[src/rtl/core/ssab_pkg.sv]
// ----------------------------------------------------------------------------
// ssab_pkg: shared definitions of the scaled sprite alpha blitter
// Register map, fixed field widths, queue word layout and default sizes.
// ----------------------------------------------------------------------------
package ssab_pkg;

  // Default sizes for the top-level parameters.
  localparam int unsigned TexWords  = 4096;
  localparam int unsigned CoordBits = 12;

  // Fixed widths of the word fields.
  localparam int unsigned PixelW    = 12;
  localparam int unsigned TexAddrW  = 12;
  localparam int unsigned ColorW    = 32;
  localparam int unsigned AddrMaxW  = 16;

  // Queue and output buffer depths, powers of two.
  localparam int unsigned QueueDepth = 4;
  localparam int unsigned OutDepth   = 8;

  // APB address width: eight registers at 4-byte spacing.
  localparam int unsigned ApbAddrW = 5;

  // Request codes.
  localparam logic ReqWrite = 1'b0;
  localparam logic ReqBlend = 1'b1;

  localparam logic [7:0] AlphaOpaque = 8'hFF;
  localparam logic [7:0] ByteMax     = 8'd255;

  typedef enum logic [2:0] {
    RegStepX     = 3'd0,
    RegStepY     = 3'd1,
    RegOriginX   = 3'd2,
    RegOriginY   = 3'd3,
    RegSrcOrigin = 3'd4,
    RegSrcSize   = 3'd5,
    RegTexWidth  = 3'd6,
    RegTint      = 3'd7
  } cfg_idx_e;

  typedef struct packed {
    logic [23:0]        step_x;
    logic [23:0]        step_y;
    logic signed [20:0] origin_x;
    logic signed [20:0] origin_y;
    logic [23:0]        src_origin;
    logic [25:0]        src_size;
    logic [12:0]        tex_width;
    logic [31:0]        tint_argb;
  } cfg_t;

  // One classified word handed from the front end to the back end.
  typedef struct packed {
    logic                is_write;
    logic                skip;
    logic [AddrMaxW-1:0] addr;
    logic [ColorW-1:0]   data;
  } queue_entry_t;

  typedef struct packed {
    logic valid;
    logic full;
  } queue_status_t;

endpackage

[src/rtl/core/ssab_in_if.sv]
// ----------------------------------------------------------------------------
// ssab_in_if: request channel of the blitter
// Valid/ready channel carrying texel writes and blend requests.
// ----------------------------------------------------------------------------
interface ssab_in_if;
  logic                              valid;
  logic                              ready;
  logic                              req_type;
  logic [ssab_pkg::TexAddrW-1:0]     tex_addr;
  logic [ssab_pkg::ColorW-1:0]       tex_data;
  logic [ssab_pkg::PixelW-1:0]       pixel_x;
  logic [ssab_pkg::PixelW-1:0]       pixel_y;
  logic [ssab_pkg::ColorW-1:0]       dest_color;

  modport source (
    output valid, req_type, tex_addr, tex_data, pixel_x, pixel_y, dest_color,
    input  ready
  );
  modport sink (
    input  valid, req_type, tex_addr, tex_data, pixel_x, pixel_y, dest_color,
    output ready
  );
endinterface

[src/rtl/core/ssab_front.sv]
// ----------------------------------------------------------------------------
// ssab_front: request front end
// Accepts words, maps a pixel to its texel address and flags skips.
// ----------------------------------------------------------------------------
module ssab_front #(
  parameter int unsigned TEX_WORDS  = ssab_pkg::TexWords,
  parameter int unsigned COORD_BITS = ssab_pkg::CoordBits
) (
  input  logic                   clk_i,
  input  logic                   rst_ni,
  ssab_in_if.sink                in_i,
  input  ssab_pkg::cfg_t         cfg_i,
  input  ssab_pkg::queue_status_t q_stat_i,
  output logic                   q_push_o,
  output ssab_pkg::queue_entry_t q_entry_o
);

  localparam int unsigned AW    = $clog2(TEX_WORDS);
  localparam int unsigned XW    = (AW > ssab_pkg::TexAddrW) ? AW : ssab_pkg::TexAddrW;
  localparam int unsigned DiffW = 22;
  localparam int unsigned ProdW = DiffW + 25;
  localparam int unsigned UW    = ProdW - 1 - 24;
  localparam int unsigned SoW   = 2 * COORD_BITS;
  localparam int unsigned SsW   = 2 * (COORD_BITS + 1);
  localparam int unsigned RcW   = COORD_BITS + 2;
  localparam int unsigned MulW  = RcW + 13;

  logic en;

  // Stage 1: offset from the destination origin, Q.8.
  logic                    s1_v_q, s1_wr_q, s1_skip_q;
  logic [AW-1:0]           s1_waddr_q;
  logic [31:0]             s1_data_q;
  logic signed [DiffW-1:0] s1_dx_q, s1_dy_q;
  // Stage 2: scaled offset, Q.24.
  logic                    s2_v_q, s2_wr_q, s2_skip_q;
  logic [AW-1:0]           s2_waddr_q;
  logic [31:0]             s2_data_q;
  logic signed [ProdW-1:0] s2_px_q, s2_py_q;
  // Stage 3: clipped source row and column.
  logic                    s3_v_q, s3_wr_q, s3_skip_q;
  logic [AW-1:0]           s3_waddr_q;
  logic [31:0]             s3_data_q;
  logic [RcW-1:0]          s3_row_q, s3_col_q;
  // Stage 4: queue word.
  logic                    s4_v_q;
  ssab_pkg::queue_entry_t  s4_q;

  logic signed [DiffW-1:0] pos_x, pos_y, dx_d, dy_d;
  logic signed [20:0]      org_x, org_y;
  logic [XW-1:0]           waddr_ext;
  logic [SoW+23:0]         so_ext;
  logic [SsW+25:0]         ss_ext;
  logic [COORD_BITS-1:0]   sx, sy;
  logic [COORD_BITS:0]     sw, sh;
  logic [UW-1:0]           ux, uy;
  logic                    in_x, in_y;
  logic [MulW:0]           addr_sum;

  assign en         = !s4_v_q || !q_stat_i.full;
  assign in_i.ready = en;

  assign org_x     = cfg_i.origin_x;
  assign org_y     = cfg_i.origin_y;
  assign pos_x     = $signed({2'b00, in_i.pixel_x, 8'h00});
  assign pos_y     = $signed({2'b00, in_i.pixel_y, 8'h00});
  assign dx_d      = pos_x - DiffW'(org_x);
  assign dy_d      = pos_y - DiffW'(org_y);
  assign waddr_ext = XW'(in_i.tex_addr);

  // Source rectangle fields; the register is split at the coordinate width.
  assign so_ext = (SoW + 24)'(cfg_i.src_origin);
  assign ss_ext = (SsW + 26)'(cfg_i.src_size);
  assign sx     = so_ext[COORD_BITS-1:0];
  assign sy     = so_ext[SoW-1:COORD_BITS];
  assign sw     = ss_ext[COORD_BITS:0];
  assign sh     = ss_ext[SsW-1:COORD_BITS+1];

  // A negative product skips; otherwise the integer part must lie in the rectangle.
  assign ux   = s2_px_q[ProdW-2:24];
  assign uy   = s2_py_q[ProdW-2:24];
  assign in_x = !s2_px_q[ProdW-1] && (ux < UW'(sw));
  assign in_y = !s2_py_q[ProdW-1] && (uy < UW'(sh));

  assign addr_sum = (MulW + 1)'(s3_row_q * cfg_i.tex_width) + (MulW + 1)'(s3_col_q);

  always_ff @(posedge clk_i or negedge rst_ni) begin
    if (!rst_ni) begin
      s1_v_q <= 1'b0;
      s2_v_q <= 1'b0;
      s3_v_q <= 1'b0;
      s4_v_q <= 1'b0;
    end else if (en) begin
      s1_v_q <= in_i.valid;
      s2_v_q <= s1_v_q;
      s3_v_q <= s2_v_q;
      s4_v_q <= s3_v_q;
    end
  end

  always_ff @(posedge clk_i) begin
    if (en) begin
      s1_wr_q    <= (in_i.req_type == ssab_pkg::ReqWrite);
      s1_skip_q  <= (cfg_i.tint_argb[31:24] == 8'd0);
      s1_waddr_q <= waddr_ext[AW-1:0];
      s1_data_q  <= (in_i.req_type == ssab_pkg::ReqWrite) ? in_i.tex_data : in_i.dest_color;
      s1_dx_q    <= dx_d;
      s1_dy_q    <= dy_d;

      s2_wr_q    <= s1_wr_q;
      s2_skip_q  <= s1_skip_q;
      s2_waddr_q <= s1_waddr_q;
      s2_data_q  <= s1_data_q;
      s2_px_q    <= s1_dx_q * $signed({1'b0, cfg_i.step_x});
      s2_py_q    <= s1_dy_q * $signed({1'b0, cfg_i.step_y});

      s3_wr_q    <= s2_wr_q;
      s3_skip_q  <= s2_skip_q || !in_x || !in_y;
      s3_waddr_q <= s2_waddr_q;
      s3_data_q  <= s2_data_q;
      s3_col_q   <= RcW'(sx) + RcW'(ux[COORD_BITS:0]);
      s3_row_q   <= RcW'(sy) + RcW'(uy[COORD_BITS:0]);

      s4_q.is_write <= s3_wr_q;
      s4_q.skip     <= s3_skip_q;
      s4_q.data     <= s3_data_q;
      s4_q.addr     <= s3_wr_q ? ssab_pkg::AddrMaxW'(s3_waddr_q)
                               : ssab_pkg::AddrMaxW'(addr_sum[AW-1:0]);
    end
  end

  assign q_push_o  = s4_v_q && !q_stat_i.full;
  assign q_entry_o = s4_q;

endmodule

[src/flat_wrapper.sv]
// flat-port wrapper written by rule: the top's interface ports become plain ports
module ssab_front_flat 
#(
  parameter int unsigned TEX_WORDS  = ssab_pkg::TexWords,
  parameter int unsigned COORD_BITS = ssab_pkg::CoordBits
)
  (clk_i, rst_ni, cfg_i, q_stat_i, q_push_o, q_entry_o, in_i_valid, in_i_req_type, in_i_tex_addr, in_i_tex_data, in_i_pixel_x, in_i_pixel_y, in_i_dest_color, in_i_ready);
  ssab_in_if in_i_i ();
  input  logic clk_i;
  input  logic rst_ni;
  input  ssab_pkg::cfg_t cfg_i;
  input  ssab_pkg::queue_status_t q_stat_i;
  output logic q_push_o;
  output ssab_pkg::queue_entry_t q_entry_o;
  input wire logic [$bits(in_i_i.valid)-1:0] in_i_valid;
  input wire logic [$bits(in_i_i.req_type)-1:0] in_i_req_type;
  input wire logic [$bits(in_i_i.tex_addr)-1:0] in_i_tex_addr;
  input wire logic [$bits(in_i_i.tex_data)-1:0] in_i_tex_data;
  input wire logic [$bits(in_i_i.pixel_x)-1:0] in_i_pixel_x;
  input wire logic [$bits(in_i_i.pixel_y)-1:0] in_i_pixel_y;
  input wire logic [$bits(in_i_i.dest_color)-1:0] in_i_dest_color;
  output wire logic [$bits(in_i_i.ready)-1:0] in_i_ready;
  assign in_i_i.valid = in_i_valid;
  assign in_i_i.req_type = in_i_req_type;
  assign in_i_i.tex_addr = in_i_tex_addr;
  assign in_i_i.tex_data = in_i_tex_data;
  assign in_i_i.pixel_x = in_i_pixel_x;
  assign in_i_i.pixel_y = in_i_pixel_y;
  assign in_i_i.dest_color = in_i_dest_color;
  assign in_i_ready = in_i_i.ready;
  ssab_front #(.TEX_WORDS(TEX_WORDS), .COORD_BITS(COORD_BITS)) u_core (.clk_i(clk_i), .rst_ni(rst_ni), .in_i(in_i_i), .cfg_i(cfg_i), .q_stat_i(q_stat_i), .q_push_o(q_push_o), .q_entry_o(q_entry_o));
endmodule
[config.mk]
export PLATFORM = sky130hd
export DESIGN_NAME = ssab_front_flat
export DESIGN_NICKNAME = d
export VERILOG_FILES = /design/src/rtl/core/ssab_pkg.sv /design/src/rtl/core/ssab_in_if.sv /design/src/rtl/core/ssab_front.sv /design/src/flat_wrapper.sv
export SDC_FILE = /design/constraint.sdc
export NUM_CORES = 2
export LEC_CHECK = 0
export BUFFER_PORTS_ARGS = -buffer_cell sky130_fd_sc_hd__buf_2
export CAP_MARGIN = 25
export CORE_UTILIZATION = 45
export DETAILED_ROUTE_END_ITERATION = 16
export SYNTH_ARGS = -nofsm -noshare
export SYNTH_HDL_FRONTEND = slang
export SYNTH_SLANG_ARGS = --single-unit
[constraint.sdc]
create_clock -name clk_i -period 10.1 [get_ports clk_i]
set_input_delay 2.02 -clock clk_i [delete_from_list [all_inputs] [get_ports clk_i]]
set_output_delay 2.02 -clock clk_i [all_outputs]
set_load 0.02 [all_outputs]
## Word-level counts from Yosys, hierarchy flattened

Cells that the tools add are included.

- Register bits: 356

- Add/subtract/negate cells: 5
- $mul: 3
- $lt $le $gt $ge: 2
- Muxes and demuxes: 2
- Bitwise logic cells: 1
- Reductions and logical operators: 13

Operators by type and width:

| kind | number |
|---|---|
| $mul A22 B25 Y47 | 2 |
| $lt A22 B13 Y1 | 2 |
| $sub A21 B21 Y22 | 2 |
| $mux W32 | 1 |
| $add A12 B12 Y12 | 2 |
| $add A12 B13 Y14 | 1 |
| $mul A14 B13 Y12 | 1 |
| $mux W12 | 1 |
| $logic_not A8 Y1 | 1 |
| $logic_not A1 Y1 | 6 |
| $logic_and A1 B1 Y1 | 3 |
| $logic_or A1 B1 Y1 | 3 |
| $not A1 Y1 | 1 |

## Depth between registers and ports, before layout

- Depth in word-level cells: 5
- Gate-level depth with buffers: 25
- Gate-level depth less buffers: 24

## Worst setup path before layout

Ideal clock, no wire load.

- Kind: input -> output
- From: input q_stat_i[0] (netlist bit)
- To: output in_i_ready
- Data arrival time: 8.480 ns
- Slack: -0.400 ns
- Cell stages on the path: 1
- Path buffers: 0
- Path through: nand2_1

- Longest elaborated chain between the ends: 2

RTL lines:

| item | RTL line | source |
|---|---|---|
| start: declaration | flat_wrapper.sv:12 | `input ssab_pkg::queue_status_t q_stat_i;` |
| $logic_not A1 Y1 | ssab_front.sv:60 | `assign en = !s4_v_q \|\| !q_stat_i.full;` |
| $logic_or A1 B1 Y1 | ssab_front.sv:60 |  |
| end: declaration | flat_wrapper.sv:22 | `output wire logic [$bits(in_i_i.ready)-1:0] in_i_ready;` |

No other way between the ends.

## Worst setup path after layout

- From: input cfg_i[147] (netlist bit)
- To: register u_core.s2_py_q[40], data pin

- Longest elaborated chain between the ends: 1

RTL lines:

| item | RTL line | source |
|---|---|---|
| start: declaration | flat_wrapper.sv:11 | `input ssab_pkg::cfg_t cfg_i;` |
| $mul A22 B25 Y47 | ssab_front.sv:115 | `s2_py_q <= s1_dy_q * $signed({1'b0, cfg_i.step_y});` |
| end signal: assignment | ssab_front.sv:115 |  |
| end: declaration | ssab_front.sv:39 | `logic signed [ProdW-1:0] s2_px_q, s2_py_q;` |

No other way between the ends.
A chain may end at the register's enable or synchronous reset.

==> metrics.yaml <==
global_route:
  grt_pass1_vias: 35200
  grt_max_degree: 116
  antenna_found_initial: 8
  grt_pass1_wl_mm: 188
  grt_overflow: 0
  grtUsageTotal: 0.221
logic_synthesis:
  synth.distinct_cells: 67
  yosys_warnings: 0
  ys_seq_elements: 302
  ys_seq_area_frac: 0.186
  synth_ff_type: "edfxtp_1"
  synthCells: 4810
  synth_area_sq_mm: 0.0486
  syn_avg_cell_area_sq_um: 10.1
  synth_edf_count: 298
  async_reset_ff_frac: 0.0132
worst_setup_path:
  timing.rr.start: "u_core.s1_dy_q[5]"
  startpoint_type: "input port"
  crit_top_cell: "fa_1"
  required_ns: 10.48
  crit_fanout: 22
  crit_end: "u_core.s2_py_q[40]"
  reg2reg_to: "u_core.s2_py_q[40]"
  critPathCaptureType: "register"
  crit_family: "adder cells"
  crit_cells: 24
  worstSetupPathType: "in2reg"
  cp_slowest_cell: "fa_1"
  ff2ff_path_depth: 23
  cp_data_arrival_time_ns: 8.94
  rrSetupSlack_ns: 2.36
  crit_chain: "buf_2 -> and2_1 -> fa_1 -> fa_1 -> inv_1 -> fa_1 -> fa_1 -> fa_1 -> inv_1 -> fa_1 -> inv_1 -> fa_1 -> inv_1 -> ha_1 -> a211oi_1 -> a32o_1 -> nand2_1 -> o311ai_1 -> buf_4 -> a211o_2 -> a211oi_2 -> o21ai_1 -> a211o_1 -> a211oi_1"
  crit_buf_inv: 6
  critPathLaunch: "cfg_i[147]"
  max_stage_delay_ns: 0.54
clocking:
  cts_buffer_depth: 3
  insertion_delay_ns: 0.60
  root_buffer: "clkbuf_16"
  cts_hold_buf: 0
  h-tree-depth: 2
  cts_resized: 0
  clk_pin_slew_ns: 0.06
  cts_setup_buffers: 0
  cts.sinks: 302
  cts_buffers: 36
  cts_tree: "yes"
floorplan:
  start_util: 0.454
  row_count: 120
  io_pins: 343
  dieArea_sq_mm: 0.109
  core-area_sq_mm: 0.107
  chipHeight_um: 331
  die_x_um: 331
timing:
  fin_worst_skew_ns: 0.0458
  drv_slew: 0
  whs_ns: 0.383
  min_period_ns: 8.56
  rsz0062_at_grt: "no"
  fmax_mhz: 117
  hold_violations: 0
  relSlewSlack: 0.265
  setup_violations: 0
  max_slew.worst_pin.slew_ns: 1.10
  fin_crit_sh: 0.848
  tns_ns: 0
drt:
  post_drt_via_cell_ratio: 5.02
  wl_met2_mm: 59.0
  postRouteWirelength_mm: 115
  dr.pass1.iters: 5
  met3_length_mm: 5.19
  ant_nets: 0
  drtIter0Drc: 1578
  drc: 0
  via_count: 32400
  top_layer: "met4"
  wl_met1_mm: 48.1
  post_drt_wl_per_cell_um: 17.8
worst_hold_path:
  hp-class: "reg2reg"
  hold_depth: 0
layout:
  drive_above_1_share: 0.0945
  area_delta_synth_final_pct: 8.68
  layout_common_cells: "inv_1 (1093), fa_1 (924), nand2_1 (677), ha_1 (480), and2_1 (454)"
  final_common_cell: "inv_1"
  nets: 6707
placement:
  dp_hpwl_mm: 88.3
  port_buffers: 312
  gp_congestion: 0.854
job:
  maxCapViolations: 0
run_status:
  status: "completed"
metrics by stage:
step,cells,setup slack (ns),utilization,instance area (sq um)
after floorplan,4813,1.86,-,48600
after global placement,6367,0.942,0.481,51500
after detailed placement,6370,0.888,0.481,51500
after CTS,6433,1.54,0.492,52700
after global routing,6446,1.22,0.493,52800
final,6446,1.54,0.493,52800
worst reg2reg max path: stages, from the launching register on:
cell and delay [ns]:
edfxtp_1 1.06, and2_1 0.28, fa_1 0.46, fa_1 0.52
inv_1 0.05, fa_1 0.48, fa_1 0.50, fa_1 0.54
inv_1 0.05, fa_1 0.50, inv_1 0.06, fa_1 0.48
inv_1 0.04, ha_1 0.28, a211oi_1 0.09, a32o_1 0.26
nand2_1 0.12, o311ai_1 0.12, buf_4 0.18, a211o_2 0.41
a211oi_2 0.29, o21ai_1 0.19, a211o_1 0.34, a211oi_1 0.22
final cells by class:
type / instances / area [sq um]
fill: 10000 / 54300
sequential: 302 / 9050
multi-input combinational: 3216 / 34700
clock inverter: 19 / 203
inverter: 1093 / 4100
tap: 1403 / 1760
timing repair buffer: 363 / 2060
antenna: 6 / 15.0
clock buffer: 44 / 931
how the worst min path moves through the flow:
stage,startpoint,slack [ns],to
detailed placement,u_core.s3_data_q[14],0.40,u_core.q_entry_o[14]
floorplan,u_core.s3_data_q[0],0.40,u_core.q_entry_o[0]
global route,u_core.s3_data_q[22],0.38,u_core.q_entry_o[22]
global placement,u_core.s2_data_q[6],0.40,u_core.s3_data_q[6]
finish,u_core.s1_data_q[10],0.38,u_core.s2_data_q[10]
CTS,u_core.s3_data_q[22],0.39,u_core.q_entry_o[22]
cell usage after synthesis (all sizes together), types with 9 or more instances:
cell type | instances | area, sq um
a211oi | 16 | 125
a21o | 54 | 405
a21oi | 68 | 340
a31oi | 13 | 103
and2 | 454 | 2840
and3 | 9 | 56.3
clkbuf | 198 | 743
edfxtp | 298 | 8950
fa | 924 | 18500
ha | 480 | 6010
inv | 1093 | 4100
mux2 | 40 | 450
nand2 | 678 | 2540
nand2b | 47 | 294
nand3 | 18 | 90.1
nand4 | 17 | 106
nor2 | 50 | 188
nor2b | 36 | 225
nor3 | 27 | 135
nor4 | 12 | 105
o21a | 14 | 105
o21ai | 46 | 234
o21bai | 9 | 71.3
xnor2 | 87 | 762
xor2 | 43 | 377
registers in the layout, summed over array words and instances (netlist names), 12 cells and up:
name	cells
u_core.s2_px_q	23
u_core.s3_data_q	32
u_core.s3_row_q	12
u_core.q_entry_o	46
u_core.s2_data_q	32
u_core.s2_waddr_q	12
u_core.s1_waddr_q	12
u_core.s1_dx_q	22
u_core.s3_waddr_q	12
u_core.s1_data_q	32
u_core.s2_py_q	23
u_core.s1_dy_q	22
u_core.s3_col_q	12
routing by layer:
metal,track usage,vias to the layer above
li1,-,14900
met1,0.286,16600
met2,0.392,720
met3,0.0280,144
met4,0.0519,0
met5,0,-
cell families (layout without fill, tap and decap cells):
| family | after synthesis | after routing | share of synthesized area |
|---|---|---|---|
| AO/OA/AOI/OAI | 264 | 264 | 0.0366 |
| XOR/XNOR | 130 | 130 | 0.0234 |
| adder cells (fa/ha/maj) | 1404 | 1404 | 0.504 |
| buffers and inverters | 1295 | 1519 | 0.100 |
| flip-flops | 302 | 302 | 0.186 |
| multiplexers | 40 | 40 | 0.00927 |
| other | 1 | 10 | 0.0000772 |
| AND/OR/NAND/NOR | 1374 | 1374 | 0.140 |
Power is not shown: default switching activity piles up to over one toggle a cycle in this logic, so the estimate is an artifact.
