**src/rtl/core/ssab_pkg.sv**
```systemverilog
// ----------------------------------------------------------------------------
// ssab_pkg: shared definitions of the scaled sprite alpha blitter
// Register map, fixed field widths, queue word layout and default sizes.
// ----------------------------------------------------------------------------
package ssab_pkg;

  // Default sizes for the top-level parameters.
  localparam int unsigned TexWords  = 4096;
  localparam int unsigned CoordBits = 12;

  // Fixed widths of the word fields.
  localparam int unsigned PixelW    = 12;
  localparam int unsigned TexAddrW  = 12;
  localparam int unsigned ColorW    = 32;
  localparam int unsigned AddrMaxW  = 16;

  // Queue and output buffer depths, powers of two.
  localparam int unsigned QueueDepth = 4;
  localparam int unsigned OutDepth   = 8;

  // APB address width: eight registers at 4-byte spacing.
  localparam int unsigned ApbAddrW = 5;

  // Request codes.
  localparam logic ReqWrite = 1'b0;
  localparam logic ReqBlend = 1'b1;

  localparam logic [7:0] AlphaOpaque = 8'hFF;
  localparam logic [7:0] ByteMax     = 8'd255;

  typedef enum logic [2:0] {
    RegStepX     = 3'd0,
    RegStepY     = 3'd1,
    RegOriginX   = 3'd2,
    RegOriginY   = 3'd3,
    RegSrcOrigin = 3'd4,
    RegSrcSize   = 3'd5,
    RegTexWidth  = 3'd6,
    RegTint      = 3'd7
  } cfg_idx_e;

  typedef struct packed {
    logic [23:0]        step_x;
    logic [23:0]        step_y;
    logic signed [20:0] origin_x;
    logic signed [20:0] origin_y;
    logic [23:0]        src_origin;
    logic [25:0]        src_size;
    logic [12:0]        tex_width;
    logic [31:0]        tint_argb;
  } cfg_t;

  // One classified word handed from the front end to the back end.
  typedef struct packed {
    logic                is_write;
    logic                skip;
    logic [AddrMaxW-1:0] addr;
    logic [ColorW-1:0]   data;
  } queue_entry_t;

  typedef struct packed {
    logic valid;
    logic full;
  } queue_status_t;

endpackage

```
**src/rtl/core/ssab_cfg.sv**
```systemverilog
// ----------------------------------------------------------------------------
// ssab_cfg: configuration registers
// APB register file holding scale, origin, source rectangle and tint.
// ----------------------------------------------------------------------------
module ssab_cfg (
  input  logic                          clk_i,
  input  logic                          rst_ni,
  input  logic                          psel,
  input  logic                          penable,
  input  logic                          pwrite,
  input  logic [ssab_pkg::ApbAddrW-1:0] paddr,
  input  logic [31:0]                   pwdata,
  output logic [31:0]                   prdata,
  output logic                          pready,
  output ssab_pkg::cfg_t                cfg_o
);

  ssab_pkg::cfg_t     cfg_q;
  ssab_pkg::cfg_idx_e idx;
  logic               wr_en;

  assign idx    = ssab_pkg::cfg_idx_e'(paddr[4:2]);
  assign wr_en  = psel && penable && pwrite;
  assign pready = 1'b1;

  always_ff @(posedge clk_i or negedge rst_ni) begin
    if (!rst_ni) begin
      cfg_q.step_x     <= 24'h010000;
      cfg_q.step_y     <= 24'h010000;
      cfg_q.origin_x   <= '0;
      cfg_q.origin_y   <= '0;
      cfg_q.src_origin <= '0;
      cfg_q.src_size   <= '0;
      cfg_q.tex_width  <= 13'd1;
      cfg_q.tint_argb  <= 32'hFFFF_FFFF;
    end else if (wr_en) begin
      unique case (idx)
        ssab_pkg::RegStepX:     cfg_q.step_x     <= pwdata[23:0];
        ssab_pkg::RegStepY:     cfg_q.step_y     <= pwdata[23:0];
        ssab_pkg::RegOriginX:   cfg_q.origin_x   <= $signed(pwdata[20:0]);
        ssab_pkg::RegOriginY:   cfg_q.origin_y   <= $signed(pwdata[20:0]);
        ssab_pkg::RegSrcOrigin: cfg_q.src_origin <= pwdata[23:0];
        ssab_pkg::RegSrcSize:   cfg_q.src_size   <= pwdata[25:0];
        ssab_pkg::RegTexWidth:  cfg_q.tex_width  <= pwdata[12:0];
        ssab_pkg::RegTint:      cfg_q.tint_argb  <= pwdata;
        default: ;
      endcase
    end
  end

  always_comb begin
    prdata = '0;
    unique case (idx)
      ssab_pkg::RegStepX:     prdata = 32'(cfg_q.step_x);
      ssab_pkg::RegStepY:     prdata = 32'(cfg_q.step_y);
      ssab_pkg::RegOriginX:   prdata = 32'({11'd0, cfg_q.origin_x});
      ssab_pkg::RegOriginY:   prdata = 32'({11'd0, cfg_q.origin_y});
      ssab_pkg::RegSrcOrigin: prdata = 32'(cfg_q.src_origin);
      ssab_pkg::RegSrcSize:   prdata = 32'(cfg_q.src_size);
      ssab_pkg::RegTexWidth:  prdata = 32'(cfg_q.tex_width);
      ssab_pkg::RegTint:      prdata = cfg_q.tint_argb;
      default:                prdata = '0;
    endcase
  end

  assign cfg_o = cfg_q;

endmodule

```
**config.mk**
```make
export PLATFORM = sky130hd
export DESIGN_NAME = ssab_cfg
export DESIGN_NICKNAME = d
export VERILOG_FILES = /design/src/rtl/core/ssab_pkg.sv /design/src/rtl/core/ssab_cfg.sv
export SDC_FILE = /design/constraint.sdc
export NUM_CORES = 1
export LEC_CHECK = 0
export BUFFER_PORTS_ARGS = -buffer_cell sky130_fd_sc_hd__buf_2
export CORE_MARGIN = 1.5
export CORE_UTILIZATION = 30
export DETAILED_ROUTE_END_ITERATION = 16
export PLACE_DENSITY = 0.59
export SYNTH_ARGS = -nofsm -noshare
export SYNTH_HDL_FRONTEND = slang
export SYNTH_SLANG_ARGS = --single-unit
```
**constraint.sdc**
```tcl
create_clock -name clk_i -period 1 [get_ports clk_i]
set_input_delay 0.05 -clock clk_i [delete_from_list [all_inputs] [get_ports clk_i]]
set_output_delay 0.05 -clock clk_i [all_outputs]
set_load 0.02 [all_outputs]
```
* Yosys cells after proc, flatten, opt, wreduce, memory -nomap -nowiden
Cells that the tools add are included.
Storage, ports and cells: register bits after elaboration 185, bits of input ports 42, output and inout port bits 218, word-level logic and storage cells 27
Operators by class: equal/unequal tests 7, mux-type cells 1, reduce and logical (&&, ||, !) cells 11
Operator list (number):
- one-hot mux 32 bit (8 select lines) | 1
- AND reduction 2 bit | 8
- == test 3 bit, second input constant | 4
- == test 3 x 2 -> 1 bit, second input constant | 2
- == test 3 x 1 -> 1 bit, second input constant | 1
- logical NOT 3 bit | 1
- logical AND 1 bit | 2

* Logic depth before layout (Yosys ltp)
Gate-level depths: netlist of run 1.
depth in word-level cells 3, mapped depth 7, depth with buffers taken out 4

* Least setup slack after synthesis of run 1
No wires, ideal clock.
path kind input to output, from in paddr[4] (netlist bit), to out prdata[14], arrival 1.309 ns, required time 0.950 ns, slack -0.359 ns, cell stages on the path 7, buffers on the path 3, cells stage by stage buf_2 -> buf_2 -> nor2_1 -> nand2_1 -> clkbuf_1 -> nor2_1 -> a41oi_1
Between the ends: cells in the longest elaborated chain, start to end 2, elaborated cells between the ends (all ways) 9, those cells by class eq/ne (7); mux (1); reduce/logical (1)
RTL lines:
- start: declaration | RTL line ssab_cfg.sv:11 | input logic [ssab_pkg::ApbAddrW-1:0] paddr,
- == test 3 bit, or another cell as far along | RTL line ssab_cfg.sv:53 | unique case (idx)
- one-hot mux 32 bit (8 select lines) (*) | RTL line ssab_cfg.sv:53
- end: declaration | RTL line ssab_cfg.sv:13 | output logic [31:0] prdata,
Every way passes the cells marked *; elsewhere a longest branch is shown, timed or not.

* Worst setup path in the final report of run 1
from reg cfg_q (netlist bit cfg_o[40]), to out prdata[8]
Between the ends: cells in the longest elaborated chain, start to end 1
RTL lines:
- start: declaration | RTL line ssab_cfg.sv:18 | ssab_pkg::cfg_t cfg_q;
- one-hot mux 32 bit (8 select lines) | RTL line ssab_cfg.sv:53
Every way passes these cells.

==> impl_metrics.toml, run 1 <==
[run_status]
outcome = "finished, violations left"
failed_checks = "setup timing"

[synth]
ys_seq_area_frac = 0.556
yosysWarnings = 0
ys_ff_latch = 185
yosys.area.top_type_share = 0.446
synthCells = 620
yosys.area.top_type = "dfrtp_1"
ys_top_cells_by_area = "dfrtp_1 45%, mux2_2 24%, dfstp_2 11%"
ys_types = 37
syn_area_um2 = 8410
syn-num-nets = 662
syn_area_per_cell_um2 = 13.6

[global_routing]
antenna_found_initial = 4
grt_pass1_wl_um = 46400
grt-ovfl-total = 0
grt.total_usage = 0.215
grt_max_degree = 34
grt_pass1_vias = 7647

[worst_setup_path]
worst-path-max-fanout = 2
start_kind = "register"
critPathCaptureType = "output pin"
worst-endpoint-required_ns = 0.95
crit_type = "reg2out"
cp.arrival_ns = 1.59

[drt]
drc = 0
postRouteWirelength_um = 31800
routed-via-count = 7303
drt_iter0_drc = 266
dr.pass1.iters = 4
post_drt_wl_per_cell_um = 20.7
drtAntennaViolNets = 0
vias_per_cell = 4.76

[final_layout]
area.growth.synth_to_final_pct = 88.7
largest_register_ff_count = 185
final_util = 0.573
instances_no_fill = 1533
layout_common_cells = "329 x buf_6, 126 x mux2_4, 114 x dfrtp_1"
finalNetCount = 1179
drive_above_1_share = 0.758
mostFrequentLayoutCell = "buf_6"

[placement]
port_buffers = 256
gp_congestion = 0.782
placed_cells = 1410
hpwlAfterDp_um = 21000
place_ws_ns = -0.455

[sta]
fin_skew_ns = 0
period_minus_slack_ns = 1.64
setup_viol_count_final = 239
maxSlewViolCount = 0
fin_crit_sh = 1.64
fin_ws_ns = -0.645
setup-tns-final_ns = -41.45
hold_viol = 0
grt_setup_unrepaired = "true"
max_freq_mhz = 608

[flow_run]
maxCapViolations = 0

[floorplan]
core_um2 = 27700
die-height_um = 170
die_width_um = 170
die_area_um2 = 29000
num_rows = 61
start_util = 0.304
io_pins = 260

[pwr]
p_sw_frac = 0.334
leakage_nw = 7.39
clkPwrFrac = 0.222
internal_power_mw = 20.3
pwr-share-seq = 0.344
p_sw_mw = 10.2
max-vdd-ir-drop_mv = 0.981
power.density_nw_per_um2 = 1920
p_comb_frac = 0.434

[clocking]
clk_latency_ns = 0.43
root_buffer = "clkbuf_16"
cts_buffers = 17
cts_tree = "yes"
numClockSinks = 185
path_clk_slew_ns = 0.08
cts_buffer_depth = 2
htreeDepth = 4

[min_path]
min_path_type = "in2async"
==> cells by family (layout without fill, tap and decap cells) <==
group,count (synthesis),count (layout),synth area share
muxes,238,238,0.314
other,1,6,0.000446
buffers and inverters,44,574,0.0260
and+or+nand+nor,83,83,0.0455
DFF,185,185,0.556
AOI/OAI and AO/OA,69,69,0.0585
==> power groups by stage <==
stage / logic [mW] / registers [mW] / clock network (mW)
after global routing: 13.9 / 10.6 / 7.25
after CTS: 12.3 / 10.4 / 6.94
final: 13.2 / 10.5 / 6.79
after global placement: 9.50 / 10.3 / 0
after floorplan: 3.28 / 12.2 / 0
after detailed placement: 9.60 / 10.3 / 0
==> area by class of cell <==
cell class	instances	area, um2
tap	378	473
inverter	3	27.5
sequential	185	4720
multi-input combinational	391	4480
clock buffer	17	425
timing repair buffer	539	5580
fill	2172	11800
antenna	5	12.5
clock inverter	15	158
==> critical path, stage by stage (launching register included) <==
cell	delay, ns
dfrtp_2	0.41
mux4_2	0.47
nand2_2	0.09
a21oi_4	0.05
buf_6	0.13
==> cells in the mapped netlist, drive strengths merged <==
cell,number
mux2,186
dfrtp,150
mux2i,50
buf,35
dfstp,35
nor2,33
nand2,27
a211oi,13
o21ai,13
o22a,13
o22ai,13
a41oi,6
and3,6
clkbuf,6
nand3,6
nand2b,4
a21o,3
inv,3
a21oi,2
mux4,2
nand4,2
nor2b,2
nor3,2
o211ai,2
o311ai,2
a22o,1
and2,1
conb,1
o31ai,1
==> layer usage <==
| metal | global-route usage | part of all wire |
|---|---|---|
| met1 | 0.273 | 0.43 |
| met2 | 0.359 | 0.50 |
| met3 | 0.0665 | 0.059 |
| met4 | 0.0477 | 0.013 |
| met5 | 0 | 0 |
==> repair_timing <==
action / in CTS / in global routing
gates resized for setup: 462 / 144
hold buffers: 33 / 0
endpoints found under the hold margin: 334 / 0
endpoints found under the setup margin: 217 / 260
gates cloned: 0 / 0
buffers inserted: 34 / 91
pin swaps: 23 / 28
==> metrics by stage <==
stage | hold WS (ns) | power (mW) | cell area, um2
floorplan | -0.246 | 15.5 | 9510
global placement | -0.00351 | 19.8 | 12700
detailed placement | -0.00329 | 19.9 | 12700
CTS | 0.0816 | 29.6 | 15300
global route | 0.0890 | 31.8 | 15900
finish | 0.0921 | 30.5 | 15900
==> final timing paths <==
kind                                  from         end  slack [ns]  cells after the start
min in group clk_i                 penable  cfg_o[164]        0.33                      5
max in group asynchronous           rst_ni   cfg_o[25]        0.31                      3
worst max-delay path             cfg_o[40]   prdata[8]       -0.64                      4
worst min-delay path                rst_ni  cfg_o[143]        0.09                      2
worst max register to register   cfg_o[26]   cfg_o[26]       -0.08                      4
worst min register to register  cfg_o[128]  cfg_o[128]        0.56                      1
Power figures use the tool's default switching activity.
==> run 2: changes to the inputs <==
CTS_BUF_LIST = sky130_fd_sc_hd__clkbuf_4   (was not set)
==> impl_metrics.toml, run 2 (synthesis results as in run 1) <==
[floorplan]
die-height_um = 170
num_rows = 61
io_pins = 260
die_area_um2 = 29000
core_um2 = 27700
die_width_um = 170
start_util = 0.304

[sta]
fin_ws_ns = -0.832
period_minus_slack_ns = 1.83
hold_slack_ns = -0.0815
grt_setup_unrepaired = "true"
maxSlewViolCount = 0
setup_viol_count_final = 244
fin_crit_sh = 1.83
hold_viol = 20
fin_skew_ns = 0
max_freq_mhz = 546

[clocking]
hold_buffers = 33
clk_latency_ns = 0.58
cts_tree = "yes"
htreeDepth = 4
cts_buffer_depth = 2
root_buffer = "clkbuf_4"
cts_buffers = 17
path_clk_slew_ns = 0.19
numClockSinks = 185

[drt]
drc = 0
drtAntennaViolNets = 0
vias_per_cell = 4.75
dr.pass1.iters = 6
routed-via-count = 7303
postRouteWirelength_um = 31400
drt_iter0_drc = 261
post_drt_wl_per_cell_um = 20.4

[worst_setup_path]
start_kind = "register"
crit_slowest_cell = "mux4_2"
crit_type = "reg2out"
worst-endpoint-required_ns = 0.95
worst-path-max-fanout = 2
cp.arrival_ns = 1.78
critPathBufInv = 1
cp_cell_sequence = "mux4_2, nand2_2, a21oi_4, buf_6"
cp_top_family = "multiplexers"
max_stage_delay_ns = 0.48
critPathCaptureType = "output pin"

[final_layout]
drive_above_1_share = 0.764
mostFrequentLayoutCell = "buf_6"
largest_register_ff_count = 185
instances_no_fill = 1538
area.growth.synth_to_final_pct = 86.5
layout_common_cells = "338 x buf_6, 126 x mux2_4, 111 x dfrtp_1"
finalNetCount = 1186
nFillCells = 2202

[placement]
gp_congestion = 0.782
placed_cells = 1410
place_ws_ns = -0.455
port_buffers = 256
hpwlAfterDp_um = 21000

[pwr]
max-vdd-ir-drop_mv = 0.956
leakage_nw = 7.30
power.density_nw_per_um2 = 1790

[global_routing]
grt_max_degree = 34
grt.total_usage = 0.216
grt_pass1_wl_um = 46600
antenna_found_initial = 4
grt-ovfl-total = 0
grt_pass1_vias = 7706

[run_status]
failed_checks = "hold timing, setup timing"
outcome = "finished, violations left"

[min_path]
min_path_type = "in2async"

[flow_run]
maxCapViolations = 0
[run 2: cell types whose count changed in the layout (fill, tap and decap cells not counted), sizes merged]
cell,change
buf,+7
diode,-2
[run 2: final timing paths]
check,slack (ns),from,to,depth (start not counted)
worst max-delay path,-0.83,cfg_o[40],prdata[8],4
worst max register to register,-0.15,cfg_o[105],cfg_o[105],4
min in group clk_i,0.16,penable,cfg_o[87],5
max in group asynchronous,0.47,rst_ni,cfg_o[31],3
worst min-delay path,-0.08,rst_ni,cfg_o[78],2
worst min register to register,0.57,cfg_o[128],cfg_o[128],1
[run 2: where the power goes]
group	switching [mW]	leakage, nW	internal, mW	total [mW]
Combinational	5.46	4.91	7.92	13.4
Clock	3.12	0.154	1.14	4.25
Sequential	1.31	2.23	9.20	10.5
[run 2: what timing repair did]
item | CTS | global route
endpoints found under the hold margin | 370 | 20
pin swaps | 23 | 26
buffers inserted | 34 | 98
setup endpoints to repair | 217 | 221
resized for setup | 464 | 168
[run 2: layout make-up]
class / count / area, um2 / area share
timing repair buffer: 546 / 5680 / 0.362
tap: 378 / 473 / 0.0301
clock inverter: 15 / 158 / 0.0100
sequential: 185 / 4720 / 0.301
multi-input combinational: 391 / 4490 / 0.286
clock buffer: 17 / 128 / 0.00813
inverter: 3 / 27.5 / 0.00175
antenna: 3 / 7.51 / 0.000479
[run 2: metal layers]
layer,GRT usage,part of all wire,vias to the layer above
li1,-,-,3318
met1,0.274,0.43,3741
met2,0.364,0.50,218
met3,0.0619,0.057,26
met4,0.0454,0.012,0
met5,0,0,-
[run 2: metrics by stage]
| stage | instance area, um2 | TNS [ns] | util | hold WS [ns] | power, mW |
|---|---|---|---|---|---|
| final | 15700 | -82.21 | 0.566 | -0.0815 | 28.1 |
| after global routing | 15700 | -104.22 | 0.566 | -0.148 | 29.4 |
| after CTS | 15000 | -94.85 | 0.542 | -0.141 | 27.2 |
| after detailed placement | 12700 | -79.66 | 0.459 | -0.00329 | 19.9 |
| after global placement | 12700 | -76.30 | 0.459 | -0.00351 | 19.8 |
| after floorplan | 9510 | -30.48 | - | -0.246 | 15.5 |
==> run 3: changes to the inputs <==
TNS_END_PERCENT = 5   (was not set)
==> impl_metrics.toml, run 3 (synthesis results as in run 1) <==
[min_path]
hold_end = "cfg_o[116]"
min_path_type = "in2reg"
hold_start = "paddr[4]"
whs_path_depth = 4

[sta]
grt_setup_unrepaired = "true"
period_minus_slack_ns = 1.85
maxSlewHeadroom = 0.548
worst_pin_slew_ns = 0.678
setup-tns-final_ns = -80.21
fin_ws_ns = -0.848
fin_skew_ns = 0
fin_crit_sh = 1.85
hold_viol = 0
max_freq_mhz = 541
setup_viol_count_final = 220
maxSlewViolCount = 0

[clocking]
cts_buffers = 17
numClockSinks = 185
htreeDepth = 4
clk_latency_ns = 0.58
cts_buffer_depth = 2
root_buffer = "clkbuf_4"
cts_tree = "yes"
path_clk_slew_ns = 0.20

[final_layout]
nFillCells = 2394
multi_input_area_um2 = 3790
finalNetCount = 1131
final-seq-area_um2 = 4670
mostFrequentLayoutCell = "buf_6"
largest_register_ff_count = 185
layout_common_cells = "305 x buf_6, 166 x mux2_2, 150 x dfrtp_1"
drive_above_1_share = 0.674
area.growth.synth_to_final_pct = 71.3

[placement]
hpwlAfterDp_um = 20700
port_buffers = 256
gp_congestion = 0.803
place_ws_ns = -0.501

[worst_setup_path]
cp_cell_sequence = "mux4_2, nand2_2, a21oi_2, buf_6"
worst-path-max-fanout = 2
reg2reg_depth = 3
crit_slowest_cell = "mux4_2"
crit_type = "reg2out"
cp_top_family = "multiplexers"
worst-endpoint-required_ns = 0.95
critPathBufInv = 1
critPathCaptureType = "output pin"
rr_startpoint = "cfg_o[41]"
max_stage_delay_ns = 0.47
cp.arrival_ns = 1.80
r2r_end = "cfg_o[41]"
regToRegSetupSlack_ns = 0
start_kind = "register"

[drt]
dr.pass1.iters = 4
drc = 0
drt_iter0_drc = 331
routed-via-count = 7001
drtAntennaViolNets = 0
postRouteWirelength_um = 30400
post_drt_wl_per_cell_um = 20.5
vias_per_cell = 4.72

[run_status]
failed_checks = "setup timing"
outcome = "finished, violations left"

[floorplan]
num_rows = 61
start_util = 0.304
core_um2 = 27700
die-height_um = 170
io_pins = 260
die_width_um = 170
die_area_um2 = 29000

[flow_run]
maxCapViolations = 0

[global_routing]
grt-ovfl-total = 0
antenna_found_initial = 2
grt.total_usage = 0.213
grt_pass1_wl_um = 45500
grt_pass1_vias = 7579
grt_max_degree = 47

[pwr]
leakage_nw = 6.79
power.density_nw_per_um2 = 1910
max-vdd-ir-drop_mv = 0.908
[run 3: how the worst max path moves through the flow]
stage                     startpoint          to  slack [ns]  depth (start not counted)
after global routing       cfg_o[32]   prdata[0]       -0.95                          4
after CTS                  cfg_o[40]   prdata[8]       -0.90                          4
after global placement      paddr[4]   cfg_o[77]       -0.51                          6
final                      cfg_o[40]   prdata[8]       -0.85                          4
after floorplan             paddr[3]  cfg_o[161]       -0.23                          5
after detailed placement    paddr[2]   cfg_o[69]       -0.50                          6
[run 3: through the flow]
step,instances,hold slack [ns],cell area [um2],total power [mW],utilization
floorplan,620,-0.246,8670,14.6,-
global placement,1405,-0.0904,11900,18.9,0.429
detailed placement,1405,-0.0879,11900,19.0,0.429
CTS,1474,0.0456,14100,27.2,0.507
global route,1482,0.0504,14400,28.8,0.520
finish,1483,0.101,14400,27.5,0.520
[run 3: layout make-up]
cell class / instances / area share
clock buffers: 19 / 0.00990
inverters: 3 / 0.00191
well taps: 378 / 0.0328
clock inverters: 13 / 0.0167
diodes: 3 / 0.000521
multi-input cells: 391 / 0.263
flip-flops and latches: 185 / 0.324
repair buffers: 491 / 0.351
[run 3: timing repair]
item	4_1_cts	5_1_grt
endpoints found under the hold margin	370	0
setup endpoints to repair	217	356
hold buffers	35	0
resized for setup	442	84
buffers inserted	2	7
pin swaps	25	16
cloned	0	0
[run 3: per-layer routing]
layer | wire, um | track usage | up-vias
met5 | 0 | 0 | -
met3 | 2360 | 0.0705 | 46
met4 | 760 | 0.0758 | 0
li1 | - | - | 3218
met2 | 14700 | 0.351 | 224
met1 | 12600 | 0.260 | 3513
[run 3: tightest hold or removal path, stage by stage]
cell    delay (ns)
buf_2         0.19
nor3_2        0.09
buf_4         0.14
mux2_1        0.19
[run 3: report_power, final]
part	total [mW]	leakage [nW]	switching (mW)	internal, mW
clock	5.47	0.204	2.88	2.59
sequential	10.3	2.28	1.15	9.14
combinational	11.7	4.30	5.13	6.58
